===== config.mk =====
export PLATFORM = sky130hd
export DESIGN_NAME = thermometer_readout_aggregator_flat
export DESIGN_NICKNAME = d
export VERILOG_FILES = /design/src/design/tra_pkg.sv /design/src/design/tra_in_if.sv /design/src/design/tra_out_if.sv /design/src/design/tra_cfg_if.sv /design/src/design/tra_ram.sv /design/src/design/tra_conv.sv /design/src/design/tra_div.sv /design/src/design/thermometer_readout_aggregator.sv /design/src/flat_wrapper.sv
export SDC_FILE = /design/constraint.sdc
export NUM_CORES = 1
export LEC_CHECK = 0
export ABC_AREA = 1
export BUFFER_PORTS_ARGS = -buffer_cell sky130_fd_sc_hd__buf_2
export CORE_AREA = 2 2 172 174
export DETAILED_ROUTE_END_ITERATION = 6
export DIE_AREA = 0 0 174 176
export GPL_TIMING_DRIVEN = 0
export PLACE_DENSITY_LB_ADDON = 0.25
export SLEW_MARGIN = 20
export SYNTH_ARGS = -nofsm -noshare
export SYNTH_HDL_FRONTEND = slang
export SYNTH_SLANG_ARGS = --single-unit

===== constraint.sdc =====
create_clock -name clk -period 7.52 [get_ports clk]
set_clock_uncertainty 0.1 [all_clocks]
set_input_delay 1.504 -clock clk [delete_from_list [all_inputs] [get_ports clk]]
set_output_delay 1.504 -clock clk [all_outputs]
set_load 0.005 [all_outputs]

===== src/design/tra_pkg.sv =====
`default_nettype none
package tra_pkg;

  localparam int TEMP_W    = 16;
  localparam int AGG_W     = 19;
  localparam int ACC_W     = 20;
  localparam int DIV_W     = ACC_W - 1;
  localparam int NCOUNT_W  = 4;
  localparam int DIV_CNT_W = $clog2(DIV_W + 1);

  localparam logic [7:0]        FAMILY_OLD    = 8'h10;
  localparam logic [7:0]        PER_DEG_FINE  = 8'h10;
  localparam logic [TEMP_W-1:0] MASK_FINE     = 16'hFFF0;
  localparam logic [TEMP_W-1:0] REFINE_OFFSET = 16'd12;
  localparam logic [7:0]        RES_MASK      = 8'h60;
  localparam logic [7:0]        RES_9BIT      = 8'h00;
  localparam logic [7:0]        RES_10BIT     = 8'h20;
  localparam logic [7:0]        RES_11BIT     = 8'h40;
  localparam logic [TEMP_W-1:0] MASK_9BIT     = 16'hFFF8;
  localparam logic [TEMP_W-1:0] MASK_10BIT    = 16'hFFFC;
  localparam logic [TEMP_W-1:0] MASK_11BIT    = 16'hFFFE;

  localparam int EMPTY_MAX_VAL = -159984;
  localparam int EMPTY_MIN_VAL = 159984;

  typedef enum logic [1:0] {
    MODE_MAX  = 2'd0,
    MODE_MIN  = 2'd1,
    MODE_MEAN = 2'd2,
    MODE_SEL  = 2'd3
  } mode_t;

  typedef enum logic [1:0] {
    REG_READ_MODE = 2'd0,
    REG_SELECTED  = 2'd1,
    REG_COUNT     = 2'd2
  } reg_idx_t;

  typedef enum logic [1:0] {
    ST_IDLE,
    ST_SCAN,
    ST_DIV,
    ST_FIN
  } state_t;

  typedef struct packed {
    logic                start;
    logic [DIV_W-1:0]    dividend;
    logic [NCOUNT_W-1:0] divisor;
  } div_req_t;

  typedef struct packed {
    logic             done;
    logic [DIV_W-1:0] quotient;
  } div_rsp_t;

endpackage
`default_nettype wire


===== src/design/tra_in_if.sv =====
`default_nettype none
interface tra_in_if;
  logic       valid;
  logic       ready;
  logic [2:0] sensor_slot;
  logic [7:0] family_code;
  logic [7:0] temp_low_byte;
  logic [7:0] temp_high_byte;
  logic [7:0] resolution_byte;
  logic [7:0] count_remain;
  logic [7:0] count_per_degree;

  modport source (
    output valid, sensor_slot, family_code, temp_low_byte, temp_high_byte,
           resolution_byte, count_remain, count_per_degree,
    input  ready
  );
  modport sink (
    input  valid, sensor_slot, family_code, temp_low_byte, temp_high_byte,
           resolution_byte, count_remain, count_per_degree,
    output ready
  );
endinterface
`default_nettype wire


===== src/design/tra_out_if.sv =====
`default_nettype none
interface tra_out_if;
  logic               valid;
  logic               ready;
  logic signed [15:0] converted_temp;
  logic signed [18:0] aggregate_temp;
  logic               aggregate_valid;

  modport source (
    output valid, converted_temp, aggregate_temp, aggregate_valid,
    input  ready
  );
  modport sink (
    input  valid, converted_temp, aggregate_temp, aggregate_valid,
    output ready
  );
endinterface
`default_nettype wire


===== src/design/tra_cfg_if.sv =====
`default_nettype none
interface tra_cfg_if;
  logic       valid;
  logic       ready;
  logic [1:0] index;
  logic [7:0] data;

  modport source (
    output valid, index, data,
    input  ready
  );
  modport sink (
    input  valid, index, data,
    output ready
  );
endinterface
`default_nettype wire


===== src/design/tra_ram.sv =====
`default_nettype none
module tra_ram #(
  parameter int W     = 16,
  parameter int DEPTH = 8,
  localparam int AW   = (DEPTH > 1) ? $clog2(DEPTH) : 1
) (
  input  logic          clk,
  input  logic          we,
  input  logic [AW-1:0] waddr,
  input  logic [W-1:0]  wdata,
  input  logic [AW-1:0] raddr,
  output logic [W-1:0]  rdata
);

  logic [W-1:0] mem [DEPTH];

  always_ff @(posedge clk) begin
    if (we) begin
      mem[waddr] <= wdata;
    end
    rdata <= mem[raddr];
  end

endmodule
`default_nettype wire


===== src/design/tra_conv.sv =====
`default_nettype none
module tra_conv
  import tra_pkg::*;
(
  input  logic [7:0]        family_code,
  input  logic [7:0]        temp_low_byte,
  input  logic [7:0]        temp_high_byte,
  input  logic [7:0]        resolution_byte,
  input  logic [7:0]        count_remain,
  input  logic [7:0]        count_per_degree,
  output logic [TEMP_W-1:0] converted
);

  logic [TEMP_W-1:0] raw;
  logic [TEMP_W-1:0] shifted;

  always_comb begin
    raw       = {temp_high_byte, temp_low_byte};
    shifted   = {raw[TEMP_W-4:0], 3'b000};
    converted = raw;
    if (family_code == FAMILY_OLD) begin
      converted = shifted;
      if (count_per_degree == PER_DEG_FINE) begin
        converted = (shifted & MASK_FINE) + REFINE_OFFSET - {8'h00, count_remain};
      end
    end else begin
      case (resolution_byte & RES_MASK)
        RES_9BIT:  converted = raw & MASK_9BIT;
        RES_10BIT: converted = raw & MASK_10BIT;
        RES_11BIT: converted = raw & MASK_11BIT;
        default:   converted = raw;
      endcase
    end
  end

endmodule
`default_nettype wire


===== src/design/tra_div.sv =====
`default_nettype none
module tra_div
  import tra_pkg::*;
(
  input  logic     clk,
  input  logic     rst,
  input  div_req_t req,
  output div_rsp_t rsp
);

  logic                 busy;
  logic                 done;
  logic [DIV_CNT_W-1:0] cnt;
  logic [DIV_W-1:0]     quo;
  logic [NCOUNT_W-1:0]  rem;
  logic [NCOUNT_W-1:0]  dvs;
  logic [NCOUNT_W:0]    trial;
  logic                 fits;

  always_comb begin
    trial = {rem, quo[DIV_W-1]};
    fits  = trial >= {1'b0, dvs};
  end

  always_ff @(posedge clk) begin
    if (rst) begin
      busy <= 1'b0;
      done <= 1'b0;
      cnt  <= '0;
    end else begin
      done <= 1'b0;
      if (req.start) begin
        busy <= 1'b1;
        cnt  <= '0;
      end else if (busy) begin
        cnt <= cnt + 1'b1;
        if (cnt == DIV_CNT_W'(DIV_W - 1)) begin
          busy <= 1'b0;
          done <= 1'b1;
        end
      end
    end
  end

  always_ff @(posedge clk) begin
    if (req.start) begin
      quo <= req.dividend;
      rem <= '0;
      dvs <= req.divisor;
    end else if (busy) begin
      quo <= {quo[DIV_W-2:0], fits};
      rem <= fits ? NCOUNT_W'(trial - {1'b0, dvs}) : trial[NCOUNT_W-1:0];
    end
  end

  assign rsp.done     = done;
  assign rsp.quotient = quo;

endmodule
`default_nettype wire


===== src/design/thermometer_readout_aggregator.sv =====
// Each input transfer starts a scan that reads n slots from the store (n = clamped
// sensor_count for max, min and mean, or 1 for an in-range selected slot), then
// loads the result; mean with n > 0 runs a 19-step divide before the load.
// A new reading is taken the cycle after the result is loaded; one reading is
// handled at a time, and the block waits in its final state while the output is stalled.
// Reset (rst, synchronous) clears control state, config and slot valid flags; empty slots read 0.
`default_nettype none
module thermometer_readout_aggregator
  import tra_pkg::*;
#(
  parameter int SENSOR_SLOTS = 8
) (
  input  logic      clk,
  input  logic      rst,
  tra_in_if.sink    reading,
  tra_out_if.source result,
  tra_cfg_if.sink   cfg
);

  localparam int AW = (SENSOR_SLOTS > 1) ? $clog2(SENSOR_SLOTS) : 1;

  mode_t               read_mode;
  logic [7:0]          selected_sensor;
  logic [NCOUNT_W-1:0] sensor_count;

  state_t state;
  state_t state_next;

  logic [SENSOR_SLOTS-1:0] slot_valid;
  logic [NCOUNT_W-1:0]     idx;
  logic                    pend;
  logic                    pend_ok;
  logic signed [ACC_W-1:0] acc;
  logic [TEMP_W-1:0]       conv_q;

  logic                    out_valid;
  logic [TEMP_W-1:0]       out_conv;
  logic [AGG_W-1:0]        out_agg;
  logic                    out_agg_valid;

  logic                    accept;
  logic                    slot_ok;
  logic                    sel_ok;
  logic [NCOUNT_W-1:0]     n_eff;
  logic [NCOUNT_W-1:0]     lim;
  logic                    issue;
  logic                    scan_end;
  logic                    out_load;
  logic [AW-1:0]           rd_addr;
  logic [TEMP_W-1:0]       rd_data;
  logic [TEMP_W-1:0]       conv;
  logic [TEMP_W-1:0]       val;
  logic signed [ACC_W-1:0] val_x;
  logic signed [ACC_W-1:0] acc_init;
  logic signed [ACC_W-1:0] quo_x;
  logic [AGG_W-1:0]        agg_final;
  logic                    agg_valid_c;

  div_req_t div_req;
  div_rsp_t div_rsp;

  assign cfg.ready = 1'b1;

  always_ff @(posedge clk) begin
    if (rst) begin
      read_mode       <= MODE_MAX;
      selected_sensor <= '0;
      sensor_count    <= '0;
    end else if (cfg.valid && cfg.ready) begin
      unique case (reg_idx_t'(cfg.index))
        REG_READ_MODE: read_mode       <= mode_t'(cfg.data[1:0]);
        REG_SELECTED:  selected_sensor <= cfg.data;
        REG_COUNT:     sensor_count    <= cfg.data[NCOUNT_W-1:0];
        default: ;
      endcase
    end
  end

  tra_conv u_conv (
    .family_code      (reading.family_code),
    .temp_low_byte    (reading.temp_low_byte),
    .temp_high_byte   (reading.temp_high_byte),
    .resolution_byte  (reading.resolution_byte),
    .count_remain     (reading.count_remain),
    .count_per_degree (reading.count_per_degree),
    .converted        (conv)
  );

  tra_ram #(
    .W     (TEMP_W),
    .DEPTH (SENSOR_SLOTS)
  ) u_store (
    .clk   (clk),
    .we    (accept && slot_ok),
    .waddr (AW'(reading.sensor_slot)),
    .wdata (conv),
    .raddr (rd_addr),
    .rdata (rd_data)
  );

  tra_div u_div (
    .clk (clk),
    .rst (rst),
    .req (div_req),
    .rsp (div_rsp)
  );

  always_comb begin
    accept  = reading.valid && reading.ready;
    slot_ok = 32'(reading.sensor_slot) < SENSOR_SLOTS;
    sel_ok  = 32'(selected_sensor) < SENSOR_SLOTS;
    n_eff   = (32'(sensor_count) > SENSOR_SLOTS) ? NCOUNT_W'(SENSOR_SLOTS) : sensor_count;
    if (read_mode == MODE_SEL) begin
      lim = sel_ok ? NCOUNT_W'(1) : '0;
    end else begin
      lim = n_eff;
    end
    val   = pend_ok ? rd_data : '0;
    val_x = {{(ACC_W-TEMP_W){val[TEMP_W-1]}}, val};
    quo_x = {1'b0, div_rsp.quotient};
    case (read_mode)
      MODE_MAX: acc_init = ACC_W'(EMPTY_MAX_VAL);
      MODE_MIN: acc_init = ACC_W'(EMPTY_MIN_VAL);
      default:  acc_init = '0;
    endcase
    agg_valid_c = 1'b1;
    agg_final   = AGG_W'(acc);
    if (read_mode == MODE_MEAN) begin
      if (n_eff == '0) begin
        agg_valid_c = 1'b0;
        agg_final   = '0;
      end else begin
        agg_final = acc[ACC_W-1] ? AGG_W'(-quo_x) : AGG_W'(quo_x);
      end
    end
  end

  always_comb begin
    state_next = state;
    unique case (state)
      ST_IDLE: if (accept) state_next = ST_SCAN;
      ST_SCAN: begin
        if (scan_end) begin
          state_next = (read_mode == MODE_MEAN && n_eff != '0) ? ST_DIV : ST_FIN;
        end
      end
      ST_DIV:  if (div_rsp.done) state_next = ST_FIN;
      ST_FIN:  if (!out_valid || result.ready) state_next = ST_IDLE;
      default: state_next = ST_IDLE;
    endcase
  end

  always_comb begin
    reading.ready    = (state == ST_IDLE);
    issue            = (state == ST_SCAN) && (idx < lim);
    scan_end         = (state == ST_SCAN) && !issue && !pend;
    rd_addr          = (read_mode == MODE_SEL) ? AW'(selected_sensor) : AW'(idx);
    div_req.start    = scan_end && (read_mode == MODE_MEAN) && (n_eff != '0);
    div_req.dividend = acc[ACC_W-1] ? DIV_W'(-acc) : DIV_W'(acc);
    div_req.divisor  = n_eff;
    out_load         = (state == ST_FIN) && (!out_valid || result.ready);
  end

  always_ff @(posedge clk) begin
    if (rst) begin
      state      <= ST_IDLE;
      slot_valid <= '0;
      pend       <= 1'b0;
      idx        <= '0;
      out_valid  <= 1'b0;
    end else begin
      state <= state_next;
      pend  <= issue;
      if (accept) begin
        idx <= '0;
        if (slot_ok) begin
          slot_valid[AW'(reading.sensor_slot)] <= 1'b1;
        end
      end else if (issue) begin
        idx <= idx + 1'b1;
      end
      if (out_load) begin
        out_valid <= 1'b1;
      end else if (result.ready) begin
        out_valid <= 1'b0;
      end
    end
  end

  always_ff @(posedge clk) begin
    if (accept) begin
      conv_q <= conv;
      acc    <= acc_init;
    end else if (pend) begin
      case (read_mode)
        MODE_MAX:  if (val_x > acc) acc <= val_x;
        MODE_MIN:  if (val_x < acc) acc <= val_x;
        MODE_MEAN: acc <= acc + val_x;
        default:   acc <= val_x;
      endcase
    end
    if (issue) begin
      pend_ok <= slot_valid[rd_addr];
    end
    if (out_load) begin
      out_conv      <= conv_q;
      out_agg       <= agg_final;
      out_agg_valid <= agg_valid_c;
    end
  end

  assign result.valid           = out_valid;
  assign result.converted_temp  = out_conv;
  assign result.aggregate_temp  = out_agg;
  assign result.aggregate_valid = out_agg_valid;

  a_busy_after_transfer: assert property (@(posedge clk) disable iff (rst)
    (reading.valid && reading.ready) |=> !reading.ready)
    else $error("input ready straight after a transfer");

  a_pend_in_scan: assert property (@(posedge clk) disable iff (rst)
    pend |-> (state == ST_SCAN))
    else $error("store read pending outside scan");

  a_div_done_in_div: assert property (@(posedge clk) disable iff (rst)
    div_rsp.done |-> (state == ST_DIV))
    else $error("divider finished outside divide state");

endmodule
`default_nettype wire

===== src/flat_wrapper.sv =====
// flat-port wrapper written by rule: the top's interface ports become plain ports
module thermometer_readout_aggregator_flat import tra_pkg::*;
#(
  parameter int SENSOR_SLOTS = 8
)
  (clk, rst, reading_valid, reading_sensor_slot, reading_family_code, reading_temp_low_byte, reading_temp_high_byte, reading_resolution_byte, reading_count_remain, reading_count_per_degree, reading_ready, result_valid, result_converted_temp, result_aggregate_temp, result_aggregate_valid, result_ready, cfg_valid, cfg_index, cfg_data, cfg_ready);
  tra_in_if reading_i ();
  tra_out_if result_i ();
  tra_cfg_if cfg_i ();
  input  logic clk;
  input  logic rst;
  input wire logic [$bits(reading_i.valid)-1:0] reading_valid;
  input wire logic [$bits(reading_i.sensor_slot)-1:0] reading_sensor_slot;
  input wire logic [$bits(reading_i.family_code)-1:0] reading_family_code;
  input wire logic [$bits(reading_i.temp_low_byte)-1:0] reading_temp_low_byte;
  input wire logic [$bits(reading_i.temp_high_byte)-1:0] reading_temp_high_byte;
  input wire logic [$bits(reading_i.resolution_byte)-1:0] reading_resolution_byte;
  input wire logic [$bits(reading_i.count_remain)-1:0] reading_count_remain;
  input wire logic [$bits(reading_i.count_per_degree)-1:0] reading_count_per_degree;
  output wire logic [$bits(reading_i.ready)-1:0] reading_ready;
  output wire logic [$bits(result_i.valid)-1:0] result_valid;
  output wire logic [$bits(result_i.converted_temp)-1:0] result_converted_temp;
  output wire logic [$bits(result_i.aggregate_temp)-1:0] result_aggregate_temp;
  output wire logic [$bits(result_i.aggregate_valid)-1:0] result_aggregate_valid;
  input wire logic [$bits(result_i.ready)-1:0] result_ready;
  input wire logic [$bits(cfg_i.valid)-1:0] cfg_valid;
  input wire logic [$bits(cfg_i.index)-1:0] cfg_index;
  input wire logic [$bits(cfg_i.data)-1:0] cfg_data;
  output wire logic [$bits(cfg_i.ready)-1:0] cfg_ready;
  assign reading_i.valid = reading_valid;
  assign reading_i.sensor_slot = reading_sensor_slot;
  assign reading_i.family_code = reading_family_code;
  assign reading_i.temp_low_byte = reading_temp_low_byte;
  assign reading_i.temp_high_byte = reading_temp_high_byte;
  assign reading_i.resolution_byte = reading_resolution_byte;
  assign reading_i.count_remain = reading_count_remain;
  assign reading_i.count_per_degree = reading_count_per_degree;
  assign reading_ready = reading_i.ready;
  assign result_valid = result_i.valid;
  assign result_converted_temp = result_i.converted_temp;
  assign result_aggregate_temp = result_i.aggregate_temp;
  assign result_aggregate_valid = result_i.aggregate_valid;
  assign result_i.ready = result_ready;
  assign cfg_i.valid = cfg_valid;
  assign cfg_i.index = cfg_index;
  assign cfg_i.data = cfg_data;
  assign cfg_ready = cfg_i.ready;
  thermometer_readout_aggregator #(.SENSOR_SLOTS(SENSOR_SLOTS)) u_core (.clk(clk), .rst(rst), .reading(reading_i), .result(result_i), .cfg(cfg_i));
endmodule

### Word-level counts from Yosys, hierarchy flattened

Memories as Yosys holds them, arrays and structs flattened. A register that Yosys moved wholly into a read port is not among the register bits.
Cells that the tools add are included.

* register bits after elaboration: 137
* RAM bits: 128
* bits of input ports: 66
* output and inout port bits: 39
* word-level logic and storage cells: 129
* memories kept: 1

* add/sub/neg operators: 8
* $lt $le $gt $ge: 9
* eq/ne operators: 19
* muxes and demuxes: 40
* bitwise operators: 2
* reductions and logical operators: 30

Memories
* u_core.u_store.mem: depth 8, width 16, read ports 1, clocked after memory_dff 1, wr ports 1, RTL line tra_ram.sv:15 `logic [W-1:0] mem [DEPTH];`

Operators by type and width (number)
* $mux 19: 6
* $mux 20: 4
* $pmux 20 s3: 1
* $mux 16: 3
* $pmux 20 s2: 1
* $neg 19->19: 2
* $add 20x16->20: 1
* $gt 16x20->1: 1
* $lt 16x20->1: 1
* $add 16x4->16 const B: 1
* $eq 8x5->1 const B: 2
* $sub 16x8->16: 1
* $mux 1: 13
* $eq 2x2->1 const B: 6
* $mux 4: 3
* $logic_and 1x1->1: 9
* $pmux 3 s3: 1
* $eq 2x1->1 const B: 4
* $logic_not 8->1: 1
* $lt 3x4->1 const B: 2
* $lt 8x4->1 const B: 1
* $mux 2: 4
* $or 8x8->8: 1
* $pmux 2 s4: 1
* 26 further kinds: 38

### Longest topological paths before layout

Gate-level depths: netlist of run 1.

* depth in word-level cells: 11
* mapped depth: 20
* mapped depth without buffers: 17

### Hierarchy

Synthesis of run 1 repeated with hierarchy kept, for this count alone.

* cells, all modules: 1794
* area, all modules: 15275.9 µm²

By module, submodules not included
* thermometer_readout_aggregator: instances 1, cells an instance 862, area each 6804.0 µm², seq. area each 2792.7 µm²
* tra_ram: instances 1, cells an instance 587, area each 5989.5 µm², seq. area each 4164.0 µm²
* tra_div: instances 1, cells an instance 174, area each 1599.0 µm², seq. area each 910.9 µm²
* tra_conv: instances 1, cells an instance 171, area each 883.3 µm², seq. area each 0.0 µm²

### Worst setup path after synthesis of run 1

OpenSTA, ideal clock, no wires.

* path kind: input -> register
* start point: input port result_ready
* end point: register u_core.out_agg[0], in the netlist u_core.result.aggregate_temp[0], enable pin
* data arrival time: 3.307 ns
* setup slack: 3.672 ns
* stages: 2
* path buffers: 0
* cells stage by stage: inv_1 > a21oi_1

* longest elaborated chain between the ends: 2

RTL lines
* start, declared: RTL line flat_wrapper.sv:25 `input wire logic [$bits(result_i.ready)-1:0] result_ready;`
* $logic_or 1x1->1: RTL line thermometer_readout_aggregator.sv:161 `out_load = (state == ST_FIN) && (!out_valid || result.ready);`
* $logic_and 1x1->1: RTL line thermometer_readout_aggregator.sv:161
* named net u_core.out_load: RTL line thermometer_readout_aggregator.sv:48 `logic out_load;`
* end signal, assigned: RTL line thermometer_readout_aggregator.sv:207 `out_agg <= agg_final;`
* end, declared: RTL line thermometer_readout_aggregator.sv:38 `logic [AGG_W-1:0] out_agg;`

The timed path passes the listed nets, and every way through them passes these cells.
A chain may end at the register's enable or synchronous reset.

### Worst setup path after layout of run 1

* start point: register u_core.pend_ok
* end point: register u_core.acc[9], enable pin

* longest elaborated chain between the ends: 4
* elaborated cells between the ends (all ways): 6
* classes of those cells: 2 x order compare; 2 x eq/ne; 1 x mux; 1 x reduce/logical

RTL lines
* start, declared: RTL line thermometer_readout_aggregator.sv:32 `logic pend_ok;`
* start signal, assigned: RTL line thermometer_readout_aggregator.sv:203 `pend_ok <= slot_valid[rd_addr];`
* $mux 16 *: RTL line thermometer_readout_aggregator.sv:118 `val = pend_ok ? rd_data : '0;`
* $lt 16x20->1 / $gt 16x20->1 (equally long branches): RTL line thermometer_readout_aggregator.sv:197, thermometer_readout_aggregator.sv:196
* $ne 3x1->1 (no source line)
* $reduce_and 3->1 (no source line) *
* end signal, assigned: RTL line thermometer_readout_aggregator.sv:197 `MODE_MIN: if (val_x < acc) acc <= val_x;`
* end signal, assigned: RTL line thermometer_readout_aggregator.sv:198 `MODE_MEAN: acc <= acc + val_x;`
* end signal, assigned: RTL line thermometer_readout_aggregator.sv:199 `default: acc <= val_x;`
* end, declared: RTL line thermometer_readout_aggregator.sv:33 `logic signed [ACC_W-1:0] acc;`

Every way passes the cells marked *; elsewhere a longest branch is shown, timed or not.

==> results of run 1 <==
per-stage QoR:
step	cells	total power, mW
2_1_floorplan	1529	2.90
6_report	2073	4.69
5_1_grt	2073	4.95
4_1_cts	2073	4.70
3_3_place_gp	2010	3.26
3_5_place_dp	2020	3.31
critical path, delay by kind of cell, from the launching register on:
kind                       cells  cell delay, ns
and+or+nand+nor               13            1.93
buffers and inverters          6            0.73
DFF                            1            0.38
adders and majority gates      1            0.27
per-layer routing:
metal | track usage, % | up-vias | wire (um)
met3 | 2.80 | 58 | 1740
met4 | 7.21 | 0 | 866
met1 | 28.5 | 5288 | 14800
li1 | - | 5517 | -
met2 | 42.3 | 311 | 18200
met5 | 0 | - | 0
worst max-delay path by stage:
stage | cells after the start | end | startpoint
after floorplan | 2 | u_core.result.aggregate_temp[0] | result_ready
after global placement | 3 | u_core.result.converted_temp[11] | result_ready
after detailed placement | 11 | u_core.u_store.mem[1][8] | reading_count_remain[0]
after CTS | 20 | u_core.acc[8] | u_core.pend_ok
after global routing | 19 | u_core.acc[12] | u_core.pend_ok
final | 20 | u_core.acc[9] | u_core.pend_ok
synthesized netlist by cell type (2+ instances only):
cell type	instances	area, um2
nor4_1	5	31.3
nor2_2	2	12.5
clkinv_1	2	7.51
fa_1	2	40.0
o21a_1	3	22.5
nand3_2	4	40.0
or2_2	6	37.5
inv_2	4	15.0
o211ai_1	8	60.1
nand2_4	2	22.5
a31oi_1	7	43.8
nand3_1	62	310
clkbuf_1	29	109
o221ai_1	3	26.3
inv_1	157	589
o21ai_2	3	26.3
xnor2_1	4	35.0
o21ai_1	8	40.0
o21bai_1	3	22.5
o22ai_1	45	282
buf_2	11	55.1
ha_1	58	726
nand2_1	245	920
nand4_1	8	50.1
nand2_2	5	31.3
o21ai_0	176	881
buf_1	2	7.51
a22oi_1	2	15.0
edfxtp_1	224	6730
buf_6	4	45.0
dfxtp_1	57	1140
nor2_1	219	822
clkbuf_2	2	10.0
buf_4	2	15.0
a21o_1	2	15.0
mux2_2	16	180
nor3_1	18	90.1
a21oi_1	71	355
xor2_1	37	324
final cells by class:
| cell class | count | area share, % |
|---|---|---|
| inverter | 163 | 3.74 |
| tap | 384 | 2.94 |
| multi-input combinational | 1035 | 34.1 |
| clock buffer | 38 | 4.78 |
| timing repair buffer | 107 | 3.95 |
| clock inverter | 15 | 0.888 |
| buffer | 50 | 1.48 |
| sequential | 281 | 48.1 |
power by group:
group,internal [mW],switching [mW],total (mW)
registers,1.89,0.0868,1.98
clock network,0.799,0.600,1.40
logic,0.442,0.875,1.32
logic make-up after synthesis:
| logic type | after synthesis |
|---|---|
| flip-flops | 281 |
| other | 1 |
| AND/OR/NAND/NOR | 583 |
| XOR/XNOR | 41 |
| adder cells (fa/ha/maj) | 60 |
| multiplexers | 16 |
| buffers and inverters | 213 |
| AO/OA/AOI/OAI | 334 |
state kept, by name, indices dropped and copies added, names as in the netlist, 4 cells and up:
signal	count
u_core.idx	4
u_core.u_div.quo	19
u_core.result.aggregate_temp	19
u_core.u_div.rem	4
u_core.sensor_count	4
u_core.u_store.rdata	16
u_core.u_div.dvs	4
u_core.u_div.cnt	5
u_core.acc	20
u_core.conv_q	16
u_core.result.converted_temp	16
u_core.slot_valid	8
u_core.u_store.mem	128
u_core.selected_sensor	8
==> results.sh, run 1 <==
export IMPL_grt_ovfl_total=0
export IMPL_multi_input_area_mm2=0.00557
export IMPL_ant_nets=0
export IMPL_clk_pin_slew_ns=0.06
export IMPL_synth_edf_count=224
export IMPL_ys_seq_area_share_pct=55.2
export IMPL_period_needed_ns=3.84
export IMPL_drc=0
export IMPL_hold_violations=0
export IMPL_holdCritPathClass="reg -> reg"
export IMPL_synthCells=1529
export IMPL_cts_repair_resized=0
export IMPL_rsz0062_at_grt="false"
export IMPL_drt_iter0_drc=962
export IMPL_setup_viol=0
export IMPL_max_cap_viol_count=0
export IMPL_critPathMaxStageDelay_ns=0.71
export IMPL_cts_setup_buffers=0
export IMPL_final_common_cell="nand2_1"
export IMPL_ys_flop_type="edfxtp_1"
export IMPL_vias=11200
export IMPL_pre_cts_slack_ns=3.62
export IMPL_design_area_mm2=0.0163
export IMPL_leakage_nw=6.69
export IMPL_final_cell_mix="245 x nand2_1, 224 x edfxtp_1, 211 x nor2_1"
export IMPL_crit_path_top_delay_cell="nand2_1"
export IMPL_worst_slew_pin_slew_ns=1.05
export IMPL_crit_type="reg -> reg"
export IMPL_critPathMostFrequentCell="nand2_1"
export IMPL_dieHeight_um=176
export IMPL_r2r_setup_slack_ns=3.68
export IMPL_antenna_found_initial=0
export IMPL_ys_seq_elements=281
export IMPL_grt_pass1_wl_um=56000
export IMPL_die_area_mm2=0.0306
export IMPL_place_area_mm2=0.0154
export IMPL_drive_above_1_share_pct=12.8
export IMPL_cts_root_buf="clkbuf_16"
export IMPL_final_core_util_pct=57.3
export IMPL_r2r_cells=20
export IMPL_grt_pass1_vias=10700
export IMPL_avgSynthCellArea_um2=9.33
export IMPL_core_mm2=0.0285
export IMPL_min_path_cells=0
export IMPL_area_growth_pct=14.6
export IMPL_tritoncts="done"
export IMPL_powerDensity_mw_per_mm2=287
export IMPL_synth_simple_area_share_pct=17.0
export IMPL_vdd_drop_max_v=0.000204
export IMPL_place_congestion=0.884
export IMPL_worstSkewPairLatency_ns=0.57
export IMPL_grt_start_max_net_pins=23
export IMPL_max_slew_margin_rel_pct=29.6
export IMPL_fmax_mhz=261
export IMPL_fin_nets=1794
export IMPL_rows=62
export IMPL_rr_endpoint="u_core.acc[9]"
export IMPL_netlist_area_mm2=0.0143
export IMPL_initial_core_util_pct=50.0
export IMPL_crit_chain="buf_6 -> clkbuf_1 -> nand2_1 -> inv_1 -> ha_1 -> clkbuf_2 -> nand2_1 -> nor2_1 -> nand3_1 -> nor2_1 -> nand3_1 -> nand2_1 -> inv_1 -> nand2_1 -> nand2_1 -> nand3_1 -> nand2_1 -> inv_1 -> nand2_1 -> nand2_1"
export IMPL_regArea_mm2=0.00787
export IMPL_firstDrtPassIters=5
export IMPL_ctsHtreeMaxLevel=1
export IMPL_worst_slack_ns=3.68
export IMPL_synth_async_reset_ratio_pct=0
export IMPL_place_hpwl_um=26400
export IMPL_worstPathRequired_ns=7.61
export IMPL_cts_hold_buf=0
export IMPL_slew_viol_final=0
export IMPL_wirelength_um=35600
export IMPL_hold_start="u_core.conv_q[11]"
export IMPL_min_to="u_core.result.converted_temp[11]"
export IMPL_tns_ns=0
export IMPL_antenna_cells=0
export IMPL_dieWidth_um=174
export IMPL_whs_ns=0.321
export IMPL_synth_top_family_by_area="simple AND/OR/NAND/NOR gates"
export IMPL_status="completed"
export IMPL_arrival_ns=3.92
export IMPL_numCtsBuffers=30
export IMPL_syn_num_nets=1655
export IMPL_cp_max_fo=20
export IMPL_synth_mux_area_share_pct=1.26
export IMPL_wire_per_inst_um=17.2
export IMPL_num_io_pins=105
export IMPL_fillers=2530
export IMPL_clock_path_buffers=3
export IMPL_post_route_period_util_pct=51.0
export IMPL_via_per_inst=5.39
export IMPL_synth_warnings=0
export IMPL_start_kind="flip-flop"
export IMPL_r2r_start="u_core.pend_ok"
export IMPL_portBuffers=97
export IMPL_synth_compound_area_share_pct=12.7
export IMPL_endpoint_kind="flip-flop"
export IMPL_synth_xor_area_share_pct=2.52
export IMPL_ys_types=50
export IMPL_synth_fa_ha_area_share_pct=5.37
export IMPL_track_usage_pct=23.1
export IMPL_cts_sinks=281
Note: power is estimated with default switching activity, not from simulation.
==> run 2, diff against run 1 <==
- clock period: 7.52 -> 3.5 ns (I/O delays scaled with it)
==> results.sh, run 2 (synthesis results as in run 1) <==
export IMPL_leakage_nw=6.69
export IMPL_pre_cts_slack_ns=-0.333
export IMPL_swShare_pct=33.3
export IMPL_antenna_found_initial=0
export IMPL_r2r_start="u_core.pend_ok"
export IMPL_clk_pin_slew_ns=0.06
export IMPL_crit_chain="buf_6 -> nand2_1 -> inv_1 -> ha_1 -> nand2_1 -> nor2_1 -> nand2_1 -> nor2_1 -> nand3_1 -> nand2_1 -> inv_1 -> nand2_1 -> nand2_1 -> nand3_1 -> nand2_1 -> inv_1 -> nand2_1 -> nand2_4"
export IMPL_rows=62
export IMPL_clkPwrFrac_pct=29.8
export IMPL_cts_sinks=281
export IMPL_rr_endpoint="u_core.acc[11]"
export IMPL_wl_met1_um=14700
export IMPL_core_mm2=0.0285
export IMPL_drc=0
export IMPL_fin_nets=1792
export IMPL_vdd_drop_max_v=0.000439
export IMPL_max_cap_viol_count=0
export IMPL_largest_reg_flops=128
export IMPL_final_core_util_pct=57.3
export IMPL_num_io_pins=105
export IMPL_worst_slew_pin_slew_ns=1.05
export IMPL_place_congestion=0.884
export IMPL_via_per_inst=5.39
export IMPL_p_switching_mw=3.35
export IMPL_crit_type="reg -> reg"
export IMPL_grt_pass1_vias=10700
export IMPL_top_regs="u_core.u_store.mem x128, u_core.acc x20"
export IMPL_vias=11200
export IMPL_track_usage_pct=23.1
export IMPL_drive_above_1_share_pct=12.9
export IMPL_powerDensity_mw_per_mm2=616
export IMPL_portBuffers=97
export IMPL_wirelength_um=35500
export IMPL_dieWidth_um=174
export IMPL_holdCritPathClass="in -> reg"
export IMPL_drt_iter0_drc=953
export IMPL_setup_viol=0
export IMPL_endpoint_kind="flip-flop"
export IMPL_wl_met3_um=1810
export IMPL_area_growth_pct=14.6
export IMPL_period_needed_ns=3.13
export IMPL_grt_pass1_wl_um=56000
export IMPL_clock_path_buffers=3
export IMPL_fmax_mhz=319
export IMPL_dieHeight_um=176
export IMPL_fillers=2530
export IMPL_path_depth=18
export IMPL_hold_start="rst"
export IMPL_worstSkewPairLatency_ns=0.58
export IMPL_cp_max_fo=20
export IMPL_r2r_setup_slack_ns=0.37
export IMPL_cts_root_buf="clkbuf_16"
export IMPL_critPathMostFrequentCell="nand2_1"
export IMPL_post_route_period_util_pct=89.5
export IMPL_p_int_mw=6.73
export IMPL_ctsHtreeMaxLevel=1
export IMPL_crit_end="u_core.acc[11]"
export IMPL_antenna_cells=0
export IMPL_final_common_cell="nand2_1"
export IMPL_status="completed"
export IMPL_cts_setup_buffers=0
export IMPL_wire_per_inst_um=17.1
export IMPL_numCtsBuffers=30
export IMPL_routed_top_layer="met4"
export IMPL_slew_viol_final=0
export IMPL_worst_slack_ns=0.366
export IMPL_seq_power_share_pct=42.1
export IMPL_largest_register="u_core.u_store.mem"
export IMPL_worstPathRequired_ns=3.63
export IMPL_cp_top_family="simple AND/OR/NAND/NOR gates"
export IMPL_final_cell_mix="244 x nand2_1, 224 x edfxtp_1, 211 x nor2_1"
export IMPL_rsz0062_at_grt="false"
export IMPL_crit_start="u_core.pend_ok"
export IMPL_met2_length_um=18100
export IMPL_start_kind="flip-flop"
export IMPL_crit_path_top_delay_cell="ha_1"
export IMPL_place_hpwl_um=26400
export IMPL_grt_ovfl_total=0
export IMPL_hold_violations=0
export IMPL_comb_power_share_pct=28.1
export IMPL_tritoncts="done"
export IMPL_r2r_cells=18
export IMPL_grt_start_max_net_pins=23
export IMPL_firstDrtPassIters=5
export IMPL_initial_core_util_pct=50.0
export IMPL_ant_nets=0
export IMPL_max_slew_margin_rel_pct=29.2
export IMPL_crit_buf_inv=4
export IMPL_critPathMaxStageDelay_ns=0.47
export IMPL_arrival_ns=3.27
export IMPL_die_area_mm2=0.0306
-- run 2: cell types whose count changed in the layout (fill, tap and decap cells not counted), sizes merged --
cell,previous run,this run
clkbuf,69,67
-- run 2: worst min path at each step --
| stage | end | cells past startpoint |
|---|---|---|
| 4_1_cts | u_core.result.valid | 2 |
| 6_report | u_core.result.valid | 2 |
| 2_1_floorplan | u_core.result.converted_temp[0] | 0 |
| 3_5_place_dp | u_core.result.converted_temp[11] | 0 |
| 5_1_grt | u_core.result.valid | 2 |
| 3_3_place_gp | u_core.result.converted_temp[5] | 0 |
-- run 2: what timing repair did --
item	in CTS	in global routing
hold endpoints to repair	0	0
hold buffers	0	0
gates resized for setup	2	0
endpoints found under the setup margin	20	20
-- run 2: final cells by class --
class | instances | area [um2] | share of cell area [%]
buffer | 48 | 235 | 1.44
clock buffer | 38 | 781 | 4.78
clock inverter | 15 | 145 | 0.888
inverter | 163 | 612 | 3.74
multi-input combinational | 1035 | 5580 | 34.1
sequential | 281 | 7870 | 48.1
tap | 384 | 480 | 2.94
timing repair buffer | 107 | 646 | 3.95
-- run 2: worst register-to-register path, stage by stage (launching register included) --
cell	delay, ns
edfxtp_1	0.37
buf_6	0.18
nand2_1	0.07
inv_1	0.19
ha_1	0.47
nand2_1	0.10
nor2_1	0.14
nand2_1	0.10
nor2_1	0.17
nand3_1	0.10
nand2_1	0.09
inv_1	0.05
nand2_1	0.06
nand2_1	0.07
nand3_1	0.08
nand2_1	0.05
inv_1	0.05
nand2_1	0.08
nand2_4	0.26
-- run 2: metrics by stage --
step	hold WS (ns)	setup TNS [ns]	cells	instance area (um2)	total power [mW]
floorplan	0.300	0	1529	14300	6.22
global placement	0.305	-40.25	2010	15200	7.00
detailed placement	0.307	-6.61	2020	15400	7.12
CTS	0.250	0	2073	16400	10.1
global route	0.264	0	2071	16300	10.6
finish	0.259	0	2071	16300	10.1
-- run 2: power by group through the flow --
stage / clock (mW) / sequential, mW / combinational (mW)
3_3_place_gp: 0 / 4.32 / 2.68
2_1_floorplan: 0 / 4.27 / 1.95
4_1_cts: 3.03 / 4.25 / 2.83
6_report: 3.00 / 4.24 / 2.83
5_1_grt: 3.17 / 4.28 / 3.19
3_5_place_dp: 0 / 4.32 / 2.80
-- run 2: routing by layer --
layer / vias to the layer above / global-route usage [%]
met2: 333 / 42.3
met3: 62 / 2.80
li1: 5517 / -
met4: 0 / 7.21
met1: 5247 / 28.5
met5: - / 0
==> run 3, diff against run 2 <==
- CTS_BUF_LIST: default -> sky130_fd_sc_hd__clkbuf_16
==> results.sh, run 3 (synthesis results as in run 1) <==
export IMPL_place_area_mm2=0.0154
export IMPL_rows=62
export IMPL_hold_start="rst"
export IMPL_worst_slack_ns=0.366
export IMPL_portBuffers=97
export IMPL_clock_path_buffers=3
export IMPL_final_cell_mix="244 x nand2_1, 224 x edfxtp_1, 211 x nor2_1"
export IMPL_cts_sinks=281
export IMPL_place_congestion=0.884
export IMPL_fin_nets=1792
export IMPL_final_common_cell="nand2_1"
export IMPL_max_cap_viol_count=0
export IMPL_numCtsBuffers=30
export IMPL_leakage_nw=6.72
export IMPL_largest_register="u_core.u_store.mem"
export IMPL_r2r_start="u_core.pend_ok"
export IMPL_min_path_cells=2
export IMPL_setup_viol=0
export IMPL_grt_start_max_net_pins=23
export IMPL_ant_nets=0
export IMPL_max_slew_margin_rel_pct=27.8
export IMPL_hold_violations=0
export IMPL_crit_type="reg -> reg"
export IMPL_cp_max_fo=20
export IMPL_crit_chain="buf_6 -> nand2_1 -> inv_1 -> ha_1 -> nand2_1 -> nor2_1 -> nand2_1 -> nor2_1 -> nand3_1 -> nand2_1 -> inv_1 -> nand2_1 -> nand2_1 -> nand3_1 -> nand2_1 -> inv_1 -> nand2_1 -> nand2_4"
export IMPL_clk_pin_slew_ns=0.06
export IMPL_worst_slew_pin_slew_ns=1.07
export IMPL_antenna_cells=0
export IMPL_crit_path_top_delay_cell="ha_1"
export IMPL_design_area_mm2=0.0163
export IMPL_vias=11100
export IMPL_whs_ns=0.258
export IMPL_endpoint_kind="flip-flop"
export IMPL_start_kind="flip-flop"
export IMPL_track_usage_pct=23.1
export IMPL_cts_root_buf="clkbuf_16"
export IMPL_rsz0062_at_grt="false"
export IMPL_core_mm2=0.0285
export IMPL_cts_setup_buffers=0
export IMPL_post_route_period_util_pct=89.6
export IMPL_final_cell_count_no_fill=2071
export IMPL_firstDrtPassIters=5
export IMPL_pre_cts_slack_ns=-0.333
export IMPL_worstSkewPairLatency_ns=0.58
export IMPL_vdd_drop_max_v=0.000440
export IMPL_holdCritPathClass="in -> reg"
export IMPL_tns_ns=0
export IMPL_dp_cells=2020
export IMPL_fmax_mhz=319
export IMPL_grt_pass1_vias=10700
export IMPL_arrival_ns=3.27
export IMPL_wire_per_inst_um=17.2
export IMPL_antenna_found_initial=0
export IMPL_drc=0
export IMPL_dieHeight_um=176
export IMPL_top_regs="u_core.u_store.mem x128, u_core.acc x20"
export IMPL_wirelength_um=35500
export IMPL_slew_viol_final=0
export IMPL_drive_above_1_share_pct=12.9
export IMPL_drt_iter0_drc=953
export IMPL_num_io_pins=105
export IMPL_powerDensity_mw_per_mm2=616
export IMPL_period_needed_ns=3.13
export IMPL_dieWidth_um=174
export IMPL_crit_start="u_core.pend_ok"
export IMPL_die_area_mm2=0.0306
export IMPL_place_hpwl_um=26400
export IMPL_critPathMostFrequentCell="nand2_1"
export IMPL_grt_ovfl_total=0
export IMPL_ctsHtreeMaxLevel=1
export IMPL_r2r_cells=18
export IMPL_final_core_util_pct=57.3
export IMPL_area_growth_pct=14.6
export IMPL_grt_pass1_wl_um=56000
export IMPL_worstPathRequired_ns=3.64
export IMPL_initial_core_util_pct=50.0
export IMPL_tritoncts="done"
export IMPL_status="completed"
export IMPL_total_power_mw=10.1
export IMPL_critPathMaxStageDelay_ns=0.47
export IMPL_via_per_inst=5.37
export IMPL_largest_reg_flops=128
==> run 3: cell count changes in the layout (fill, tap and decap cells not counted), sizes merged <==
cell	delta
clkbuf	-8
inv	+8
==> run 3: what timing repair did <==
item | CTS | global route
endpoints found under the setup margin | 20 | 20
hold buffers | 0 | 0
gates resized for setup | 2 | 0
pin swaps | 0 | 0
==> run 3: final timing paths <==
| path | endpoint | slack [ns] |
|---|---|---|
| worst min register to register | u_core.result.converted_temp[11] | 0.32 |
| worst max-delay path | u_core.acc[11] | 0.37 |
| worst max register to register | u_core.acc[11] | 0.37 |
| worst min-delay path | u_core.result.valid | 0.26 |
==> run 3: area by class of cell <==
type | count | area (um2)
Sequential cell | 281 | 7870
Buffer | 48 | 235
Multi-Input combinational cell | 1035 | 5580
Fill cell | 2530 | 12200
Tap cell | 384 | 480
Inverter | 163 | 612
Timing Repair Buffer | 107 | 646
Clock buffer | 30 | 751
Clock inverter | 23 | 175
==> run 3: worst max-delay path: cells and delay by family, from the launching register on <==
kind | cells | cell delay [ns]
adder cells (fa/ha/maj) | 1 | 0.47
buffers and inverters | 4 | 0.47
flip-flops | 1 | 0.38
AND/OR/NAND/NOR | 13 | 1.37
==> run 3: power breakdown <==
part           internal [mW]  switching [mW]  total [mW]
Combinational          0.950            1.88        2.83
Clock                   1.69            1.30        2.99
Sequential              4.06           0.186        4.24
==> run 3: per-layer routing <==
metal	up-vias	GRT usage, %	wire length [um]
met5	-	0	0
li1	5513	-	-
met1	5224	28.5	14800
met3	58	2.80	1790
met4	0	7.21	869
met2	326	42.3	18100
